### src/design/tvd_pkg.sv
// package: sizes, types and control structs of the vertex dedup block
package tvd_pkg;

   localparam int MAX_VERTICES = 1024;
   localparam int COORD_BITS   = 16;
   localparam int MAX_DIM      = 4;
   localparam int LANES        = 4;

   localparam int ROWS     = MAX_VERTICES / LANES;
   localparam int IDX_W    = $clog2(MAX_VERTICES);
   localparam int CNT_W    = IDX_W + 1;
   localparam int LANE_W   = $clog2(LANES);
   localparam int ROW_W    = $clog2(ROWS);
   localparam int ROWCNT_W = CNT_W - LANE_W;
   localparam int WORD_W   = COORD_BITS * MAX_DIM;
   localparam int DIFF_W   = COORD_BITS + 1;
   localparam int SQ_W     = 2 * DIFF_W;
   localparam int SUM_W    = SQ_W + $clog2(MAX_DIM) + 1;
   localparam int CMP_W    = 64;
   localparam int TOL_W    = 38;
   localparam int DIM_W    = 3;
   localparam int DATA_W   = 64;
   localparam int ADDR_W   = 4;
   localparam int REG_SEL  = 3;

   localparam logic [TOL_W-1:0] TOL_RESET = '0;
   localparam logic [DIM_W-1:0] DIM_RESET = 3'd3;

   typedef enum logic [1:0] {
      ST_IDLE,
      ST_SCAN,
      ST_DRAIN,
      ST_FINISH
   } tvd_state_type;

   typedef struct packed {
      logic start;
      logic issue;
      logic finish;
   } tvd_cmd_type;

   typedef struct packed {
      logic rows_done;
      logic pipe_busy;
      logic out_free;
   } tvd_status_type;

endpackage

### src/design/tvd_ctrl.sv
// controller state machine for the vertex search
module tvd_ctrl (
   input  logic                   clock,
   input  logic                   reset,
   input  logic                   req_valid,
   output logic                   req_stall,
   input  tvd_pkg::tvd_status_type status,
   output tvd_pkg::tvd_cmd_type    cmd
);

   tvd_pkg::tvd_state_type state_ff;
   tvd_pkg::tvd_state_type state_in;

   always_ff @(posedge clock) begin
      if (reset) begin
         state_ff <= tvd_pkg::ST_IDLE;
      end else begin
         state_ff <= state_in;
      end
   end

   always_comb begin
      state_in = state_ff;
      case (state_ff)
         tvd_pkg::ST_IDLE: begin
            if (req_valid) begin
               state_in = tvd_pkg::ST_SCAN;
            end
         end
         tvd_pkg::ST_SCAN: begin
            if (status.rows_done) begin
               state_in = tvd_pkg::ST_DRAIN;
            end
         end
         tvd_pkg::ST_DRAIN: begin
            if (!status.pipe_busy) begin
               state_in = tvd_pkg::ST_FINISH;
            end
         end
         tvd_pkg::ST_FINISH: begin
            if (status.out_free) begin
               state_in = tvd_pkg::ST_IDLE;
            end
         end
         default: begin
            state_in = tvd_pkg::ST_IDLE;
         end
      endcase
   end

   always_comb begin
      req_stall  = 1'b1;
      cmd.start  = 1'b0;
      cmd.issue  = 1'b0;
      cmd.finish = 1'b0;
      case (state_ff)
         tvd_pkg::ST_IDLE: begin
            req_stall = 1'b0;
            cmd.start = req_valid;
         end
         tvd_pkg::ST_SCAN: begin
            cmd.issue = !status.rows_done;
         end
         tvd_pkg::ST_DRAIN: begin
            cmd.issue = 1'b0;
         end
         tvd_pkg::ST_FINISH: begin
            cmd.finish = status.out_free;
         end
         default: begin
            req_stall = 1'b1;
         end
      endcase
   end

endmodule

### config.mk
export PLATFORM = sky130hd
export DESIGN_NAME = tvd_ctrl
export DESIGN_NICKNAME = d
export VERILOG_FILES = /design/src/design/tvd_pkg.sv /design/src/design/tvd_ctrl.sv
export SDC_FILE = /design/constraint.sdc
export NUM_CORES = 1
export LEC_CHECK = 0
export BUFFER_PORTS_ARGS = -buffer_cell sky130_fd_sc_hd__buf_2
export CORE_AREA = 5 5 42 44
export CTS_CLUSTER_DIAMETER = 80
export CTS_CLUSTER_SIZE = 20
export DETAILED_ROUTE_END_ITERATION = 6
export DIE_AREA = 0 0 47 49
export PLACE_DENSITY = 0.37
export SLEW_MARGIN = 5
export SYNTH_ARGS = -nofsm -noshare
export SYNTH_HDL_FRONTEND = slang
export SYNTH_SLANG_ARGS = --single-unit
### constraint.sdc
create_clock -name clock -period 1.67 [get_ports clock]
set_input_delay 0.167 -clock clock [delete_from_list [all_inputs] [get_ports clock]]
set_output_delay 0.167 -clock clock [all_outputs]
set_load 0.05 [all_outputs]
==> impl_metrics.env, run 1 <==
export IMPL_status="completed"
export IMPL_yosys_top_cells_area="ha_1, dfxtp_1, nor2b_4, and2_1, nand2b_1"
export IMPL_cp_startpoint="state_ff[1]"
export IMPL_largest_register_ffs=2
export IMPL_grt_pass1_wl_um=724
export IMPL_clkSlewWorstSetupHoldPaths_ns=0.03
export IMPL_powerDensity_nw_per_um2=1980
export IMPL_insertion_delay_ns=0.22
export IMPL_start_util_pct=13.5
export IMPL_p_leak_nw=0.147
export IMPL_dp_hpwl_um=347
export IMPL_period_minus_slack_ns=1.51
export IMPL_place_port_buffers=9
export IMPL_critPathKind="flip-flop to flip-flop"
export IMPL_holdCritPathClass="input pin to flip-flop"
export IMPL_crit_fanout=4
export IMPL_dp_slack_ns=0.167
export IMPL_finalWorstSetupSlack_ns=0.157
export IMPL_cts_repair_resized=0
export IMPL_wl_um=427
export IMPL_slew_headroom_pct=82.5
export IMPL_dieArea_um2=2300
export IMPL_ys_warn_count=0
export IMPL_rsz0062_at_grt="false"
export IMPL_clock_sinks=2
export IMPL_critical_path_arrival_ns=1.64
export IMPL_n_antenna_cell=0
export IMPL_area_delta_synth_final_pct=46.4
export IMPL_max_cap_violations=0
export IMPL_ys_types=12
export IMPL_critPathCaptureType="flip-flop"
export IMPL_wire_per_inst_um=8.90
export IMPL_reg2reg_from="state_ff[1]"
export IMPL_drt_iter0_drc=0
export IMPL_htreeDepth=1
export IMPL_yosysMostFrequentCell="ha_1"
export IMPL_synthFlopType="dfxtp_1"
export IMPL_syn_area_um2=189
export IMPL_detail_route_first_pass_iterations=1
export IMPL_rows=14
export IMPL_largestRegisters="state_ff x2"
export IMPL_setup_viol=0
export IMPL_worstPathRequired_ns=1.80
export IMPL_avgSynthCellArea_um2=9.45
export IMPL_gp_congestion=0.803
export IMPL_synth_edf_count=0
export IMPL_r2r_cells=5
export IMPL_cts_root_buffer="clkbuf_4"
export IMPL_fin_util_pct=19.7
export IMPL_worstHoldPathCells=2
export IMPL_startpoint_type="flip-flop"
export IMPL_cts_path_max_buffers=2
export IMPL_finalHoldViolCount=0
export IMPL_core_area_um2=1400
export IMPL_cts_setup_buffers=0
export IMPL_ioPinCount=10
export IMPL_cts_tree="done"
export IMPL_peakVddDrop_mv=0.533
export IMPL_synth_common_cells="ha_1, inv_1, and2_1, dfxtp_1, nand2b_1"
export IMPL_syn_inst=20
export IMPL_drive_above_1_share_pct=40.6
export IMPL_synth_top_cell_by_area="ha_1"
export IMPL_async_flop_share_pct=0
export IMPL_antenna_found_initial=0
export IMPL_die_h_um=49
export IMPL_vias_per_cell=3.50
export IMPL_r2r_end="state_ff[0]"
export IMPL_drv_slew=0
export IMPL_holdPathEnd="state_ff[0]"
export IMPL_fmax_mhz=661
export IMPL_min_from="reset"
export IMPL_grt_max_degree=5
export IMPL_dieWidth_um=47
export IMPL_yosys_register_bits=2
export IMPL_cts_buffers=3
export IMPL_cts_hold_buf=0
export IMPL_drc=0
export IMPL_nets=44
export IMPL_r2r_setup_slack_ns=0.16
export IMPL_ys_seq_area_share_pct=21.2
export IMPL_ant_nets=0
export IMPL_vias=168
export IMPL_largest_register="state_ff"
export IMPL_grt_pass1_vias=194
export IMPL_final_setup_tns_ns=0
export IMPL_grtUsageTotal_pct=4.71
export IMPL_syn_nets=30
export IMPL_clock_skew_ns=0.00159
export IMPL_grt_ovfl_total=0
export IMPL_timing_final_crit_share_pct=90.6
export IMPL_synth_top_area_share_pct=26.5
export IMPL_worst_pin_slew_ns=0.261
[power breakdown]
group / leakage (nW) / switching (mW) / internal, mW
Combinational: 0.117 / 0.227 / 0.121
Sequential: 0.0165 / 0.0225 / 0.0711
Clock: 0.0138 / 0.0263 / 0.0792
Total: 0.147 / 0.276 / 0.271
[cell families (layout without fill, tap and decap cells)]
logic type / count (synthesis) / in the layout / synth area share [%]
adders and majority gates: 4 / 4 / 26.5
muxes: 1 / 1 / 5.30
buffers and inverters: 3 / 15 / 5.96
DFF: 2 / 2 / 21.2
and+or+nand+nor: 8 / 8 / 31.1
AOI/OAI and AO/OA: 2 / 2 / 9.93
[cell usage in the layout, fill, tap and decap left out, drive strengths merged]
cell    Yosys  final
buf         0      9
ha          4      4
inv         3      3
clkbuf      0      3
and2        2      2
nand2b      2      2
dfxtp       2      2
nor2b       2      2
and2b       1      1
a2111o      1      1
mux2i       1      1
nor4        1      1
a211oi      1      1
[critical path: stages (launching register included)]
cell and delay, ns:
dfxtp_1 0.37, inv_1 0.08, ha_1 0.18, nor2b_4 0.13, a2111o_1 0.41, a211oi_1 0.24
[worst max-delay path by stage]
stage	to	slack, ns	cells after the start
after floorplan	state_ff[0]	0.21	5
after global placement	state_ff[0]	0.21	5
after detailed placement	state_ff[0]	0.17	5
after CTS	state_ff[0]	0.15	5
after global routing	state_ff[0]	0.01	5
final	state_ff[0]	0.16	5
[through the flow]
step	instance area, µm²	power (mW)	cells	hold slack [ns]
6_report	277	0.547	48	0.133
5_1_grt	277	0.598	48	0.157
4_1_cts	277	0.560	48	0.126
3_5_place_dp	254	0.444	45	0.362
3_3_place_gp	254	0.434	45	0.352
2_1_floorplan	189	0.370	20	0.240
[per-layer routing]
layer	vias to the layer above	global-route usage [%]	routed length, µm
met4	0	6.91	15
met1	64	5.03	192
met2	12	5.66	133
met3	2	1.48	85
li1	90	-	-
met5	-	0	0
[final cells by class]
class | count | area (µm²)
Sequential cell | 2 | 40.0
Fill cell | 167 | 1120
Multi-Input combinational cell | 15 | 138
Clock buffer | 3 | 22.5
Tap cell | 16 | 20.0
Inverter | 3 | 11.3
Timing Repair Buffer | 9 | 45.0
Power figures use the tool's default switching activity.
==> run 2: changes to the inputs <==
Settings changed: ABC_AREA from default to 1, PLACE_DENSITY 0.37 to 0.4.
==> run 2 against run 1 <==
  * Utilization up 2.3 points
  * Final area up 12%
  * Global-route usage down 0.14 points
  * Non-clock buffer count unchanged
  * Total power down 1.6%
  * Routed wire length down 8.2%
  * Highest routed layer is now met3
==> impl_metrics.env, run 2 <==
export IMPL_critPathTopFamily="buffers and inverters"
export IMPL_avgSynthCellArea_um2=6.33
export IMPL_peakVddDrop_mv=0.523
export IMPL_largestRegisters="state_ff x2"
export IMPL_p_leak_nw=0.210
export IMPL_crit_fanout=4
export IMPL_cts_root_buffer="clkbuf_4"
export IMPL_final_setup_tns_ns=0
export IMPL_finalHoldViolCount=0
export IMPL_vias=212
export IMPL_holdCritPathClass="input pin to flip-flop"
export IMPL_antenna_found_initial=0
export IMPL_yosysMostFrequentCell="inv_1"
export IMPL_ioPinCount=10
export IMPL_synthFlopType="dfxtp_1"
export IMPL_max_cap_violations=0
export IMPL_ys_seq_area_share_pct=18.1
export IMPL_syn_inst=35
export IMPL_clock_sinks=2
export IMPL_synth_common_cells="inv_1, nand2_1, ha_1, nand2_2, nor2_1"
export IMPL_clock_skew_ns=0.00268
export IMPL_synth_edf_count=0
export IMPL_vias_per_cell=3.37
export IMPL_grt_max_degree=5
export IMPL_whs_ns=0.204
export IMPL_cpMostUsedCell="inv_1"
export IMPL_wl_um=392
export IMPL_setup_viol=0
export IMPL_yosys_top_cells_area="ha_1, inv_1, dfxtp_1, nand2_1, nand2_2"
export IMPL_drive_above_1_share_pct=40.4
export IMPL_path_cells="inv_1 -> ha_1 -> inv_1 -> buf_2"
export IMPL_fmax_mhz=725
export IMPL_worst_pin_slew_ns=0.249
export IMPL_die_h_um=49
export IMPL_htreeDepth=1
export IMPL_cts_repair_resized=0
export IMPL_period_minus_slack_ns=1.38
export IMPL_cts_setup_buffers=0
export IMPL_cts_path_max_buffers=2
export IMPL_crit_buf_inv=3
export IMPL_fin_cells=63
export IMPL_syn_nets=45
export IMPL_slew_headroom_pct=83.5
export IMPL_detail_route_first_pass_iterations=2
export IMPL_critPathCaptureType="primary output"
export IMPL_grt_pass1_vias=208
export IMPL_synth_top_cell_by_area="ha_1"
export IMPL_grt_pass1_wl_um=745
export IMPL_layout_common_cells="inv_1, buf_2, nand2_1, nand2_2, ha_1"
export IMPL_gp_congestion=0.647
export IMPL_status="completed"
export IMPL_critPathKind="flip-flop to primary output"
export IMPL_drc=0
export IMPL_cts_tree="done"
export IMPL_drt_iter0_drc=1
export IMPL_yosys_register_bits=2
export IMPL_insertion_delay_ns=0.22
export IMPL_worstPathRequired_ns=1.50
export IMPL_dieArea_um2=2300
export IMPL_critical_path_slowest_cell="dfxtp_1"
export IMPL_clkSlewWorstSetupHoldPaths_ns=0.03
export IMPL_dieWidth_um=47
export IMPL_rsz0062_at_grt="false"
export IMPL_core_area_um2=1400
export IMPL_startpoint_type="flip-flop"
export IMPL_wire_per_inst_um=6.22
export IMPL_area_delta_synth_final_pct=39.5
export IMPL_grt_ovfl_total=0
export IMPL_critical_path_arrival_ns=1.21
export IMPL_start_util_pct=15.8
export IMPL_timing_final_crit_share_pct=82.6
export IMPL_n_antenna_cell=0
export IMPL_synth_top_area_share_pct=22.6
export IMPL_ys_warn_count=0
export IMPL_drv_slew=0
export IMPL_cts_buffers=3
export IMPL_rows=14
export IMPL_powerDensity_nw_per_um2=1740
export IMPL_ys_types=8
export IMPL_largest_register_ffs=2
export IMPL_slowest_delay_ns=0.36
export IMPL_largest_register="state_ff"
export IMPL_async_flop_share_pct=0
export IMPL_grtUsageTotal_pct=4.57
export IMPL_placed_cells=60
export IMPL_dp_hpwl_um=352
export IMPL_place_port_buffers=9
export IMPL_cts_hold_buf=0
export IMPL_r2r_setup_slack_ns=0.44
export IMPL_fin_util_pct=22.1
export IMPL_layout_commonest_cell="inv_1"
export IMPL_nets=59
export IMPL_ant_nets=0
export IMPL_syn_area_um2=221
run 2: changes by cell type after synthesis, moves of 2 or more:
cell	delta
nand2_1	+8
nor2_2	+2
inv_1	+8
nand2b_1	-2
nand2_2	+4
nor2_1	+3
and2_1	-2
run 2: area by class of cell:
class                   instances  area (µm²)
repair buffers                  9        45.0
inverters                      11        41.3
clock buffers                   3        22.5
well taps                      16        20.0
fillers                       176        1090
multi-input cells              22         140
flip-flops and latches          2        40.0
run 2: cells by family after synthesis:
kind of cell,Yosys count,share of synthesized area [%]
adders and majority gates,4,22.6
buffers and inverters,11,18.6
DFF,2,18.1
and+or+nand+nor,18,40.7
run 2: metal layers:
layer | share of wire (%) | global-route usage [%] | wire length (µm)
met5 | 0 | 0 | 0
met3 | 12 | 4.43 | 46
met1 | 42 | 4.81 | 163
met4 | 0 | 1.38 | 0
met2 | 46 | 6.33 | 182
run 2: through the flow:
step	power (mW)	cell area (µm²)	worst slack, ns
2_1_floorplan	0.375	221	0.547
3_3_place_gp	0.445	287	0.439
3_5_place_dp	0.443	287	0.424
4_1_cts	0.554	309	0.267
5_1_grt	0.612	309	0.157
6_report	0.538	309	0.291
run 2: tightest hold or removal path: cells and delay by family:
family        cells  cell delay [ns]
simple gates      2             0.10
buf+inv           2             0.11
run 2: path summary, 6_finish.rpt:
path | startpoint | end | cells after the start
min reg2reg | state_ff[0] | state_ff[0] | 2
max | state_ff[0] | req_stall | 4
min | reset | state_ff[0] | 4
max reg2reg | state_ff[0] | state_ff[0] | 8
run 2: power breakdown:
part           switching [mW]  total (mW)  internal [mW]
clock network          0.0252       0.104         0.0791
logic                   0.240       0.346          0.107
registers              0.0197      0.0877         0.0680
total                   0.284       0.538          0.254
==> run 3: changes to the inputs <==
Clock period 1.67 ns to 1.3 ns, I/O delays scaled along.
==> run 3 against run 2 <==
  * Final area is 6.1% higher
  * Register-to-register slack got worse by 0.32 ns
  * Non-clock buffer count stayed put
  * Die area unchanged
  * Total power increased by 38%
  * Global-route usage increased by 0.49 points
  * Combinational power is 42% higher
  * Critical path depth is 1 higher
==> impl_metrics.env, run 3 (same netlist as run 2, synthesis figures left out) <==
export IMPL_placed_area_um2=287
export IMPL_start_util_pct=15.8
export IMPL_gp_congestion=0.666
export IMPL_dp_slack_ns=0.0402
export IMPL_pwr_share_comb_pct=65.8
export IMPL_stdcell_area_um2=328
export IMPL_slew_headroom_pct=89.6
export IMPL_largest_register="state_ff"
export IMPL_dieArea_um2=2300
export IMPL_largest_register_ffs=2
export IMPL_n_antenna_cell=0
export IMPL_detail_route_first_pass_iterations=2
export IMPL_htreeDepth=1
export IMPL_grtUsageTotal_pct=5.06
export IMPL_rows=14
export IMPL_worstHoldPathCells=4
export IMPL_cts_path_max_buffers=2
export IMPL_max_cap_violations=0
export IMPL_core_area_um2=1400
export IMPL_p_leak_nw=0.211
export IMPL_dieWidth_um=47
export IMPL_ant_nets=0
export IMPL_pwr_share_seq_pct=16.3
export IMPL_area_delta_synth_final_pct=48.0
export IMPL_worst_pin_slew_ns=0.158
export IMPL_vias_per_cell=3.51
export IMPL_cts_tree="done"
export IMPL_finalWorstSetupSlack_ns=0.0507
export IMPL_critPathKind="flip-flop to primary output"
export IMPL_holdCritPathClass="input pin to flip-flop"
export IMPL_clkSlewWorstSetupHoldPaths_ns=0.03
export IMPL_cts_root_buffer="clkbuf_4"
export IMPL_p_int_mw=0.366
export IMPL_drv_slew=0
export IMPL_grt_pass1_wl_um=828
export IMPL_finalHoldViolCount=0
export IMPL_slowest_delay_ns=0.33
export IMPL_swShare_pct=50.9
export IMPL_fmax_mhz=800
export IMPL_clock_sinks=2
export IMPL_powerDensity_nw_per_um2=2270
export IMPL_drive_above_1_share_pct=46.8
export IMPL_place_port_buffers=9
export IMPL_whs_ns=0.162
export IMPL_drc=0
export IMPL_drt_iter0_drc=4
export IMPL_cts_buffers=3
export IMPL_grt_ovfl_total=0
export IMPL_wire_per_inst_um=6.97
export IMPL_critPathTopFamily="flip-flops"
export IMPL_crit_fanout=4
export IMPL_critical_path_arrival_ns=1.12
export IMPL_die_h_um=49
export IMPL_insertion_delay_ns=0.22
export IMPL_largestRegisters="state_ff x2"
export IMPL_grt_pass1_vias=229
export IMPL_status="completed"
export IMPL_cts_hold_buf=0
export IMPL_final_setup_tns_ns=0
export IMPL_timing_final_crit_share_pct=96.1
export IMPL_setup_viol=0
export IMPL_antenna_found_initial=0
export IMPL_ioPinCount=10
export IMPL_cp_depth=5
export IMPL_worstPathRequired_ns=1.17
export IMPL_clock_skew_ns=0.00192
export IMPL_dp_hpwl_um=361
export IMPL_layout_commonest_cell="inv_1"
export IMPL_peakVddDrop_mv=0.656
export IMPL_layout_common_cells="inv_1, nand2_1, buf_2, nand2_2, clkbuf_4"
export IMPL_nets=59
export IMPL_startpoint_type="flip-flop"
export IMPL_wl_um=439
export IMPL_path_cells="inv_1 -> ha_2 -> nand2_1 -> inv_1 -> buf_6"
export IMPL_r2r_cells=8
export IMPL_critical_path_slowest_cell="dfxtp_2"
export IMPL_power_switching_mw=0.379
export IMPL_cpMostUsedCell="inv_1"
export IMPL_vias=221
export IMPL_critPathCaptureType="primary output"
export IMPL_period_minus_slack_ns=1.25
export IMPL_grt_max_degree=5
export IMPL_p_clk_share_pct=18.0
export IMPL_rsz0062_at_grt="true"
export IMPL_crit_buf_inv=3
[run 3: layout make-up]
type                    instances  area [µm²]
clock buffers                   3        22.5
fillers                       167        1070
inverters                      11        41.3
multi-input cells              22         143
flip-flops and latches          2        42.5
well taps                      16        20.0
repair buffers                  9        58.8
[run 3: stage by stage]
step,cells,power [mW],utilization [%]
floorplan,35,0.482,-
global placement,60,0.570,20.4
detailed placement,60,0.569,20.4
CTS,63,0.742,22.8
global route,63,0.834,23.4
finish,63,0.745,23.4
[run 3: what timing repair did]
item                       in CTS  in global routing
gates resized for setup         5                  4
setup endpoints to repair       3                  3
setup buffers                   0                  0
cloned                          0                  0
[run 3: layer usage]
layer	part of all wire [%]	vias to the layer above	GRT usage, %
met5	0	-	0
met4	0	0	1.38
met3	9.8	0	4.43
met2	51	7	7.92
met1	39	94	4.81
li1	-	120	-
[run 3: power groups by stage]
stage	Clock (mW)	Combinational [mW]	Sequential, mW
floorplan	0	0.374	0.108
global placement	0	0.453	0.117
detailed placement	0	0.451	0.118
CTS	0.142	0.477	0.123
global route	0.155	0.553	0.126
finish	0.134	0.490	0.121
[run 3: path summary, 6_finish.rpt]
path | start | slack (ns) | to
worst max-delay path | state_ff[0] | 0.05 | cmd[2]
worst min register to register | state_ff[0] | 0.52 | state_ff[0]
worst min-delay path | reset | 0.16 | state_ff[1]
worst max register to register | state_ff[0] | 0.12 | state_ff[0]
[run 3: tightest hold or removal path, cell delays in order]
cell	delay [ns]
buf_2	0.07
inv_1	0.04
nand2_1	0.07
nor2_2	0.03
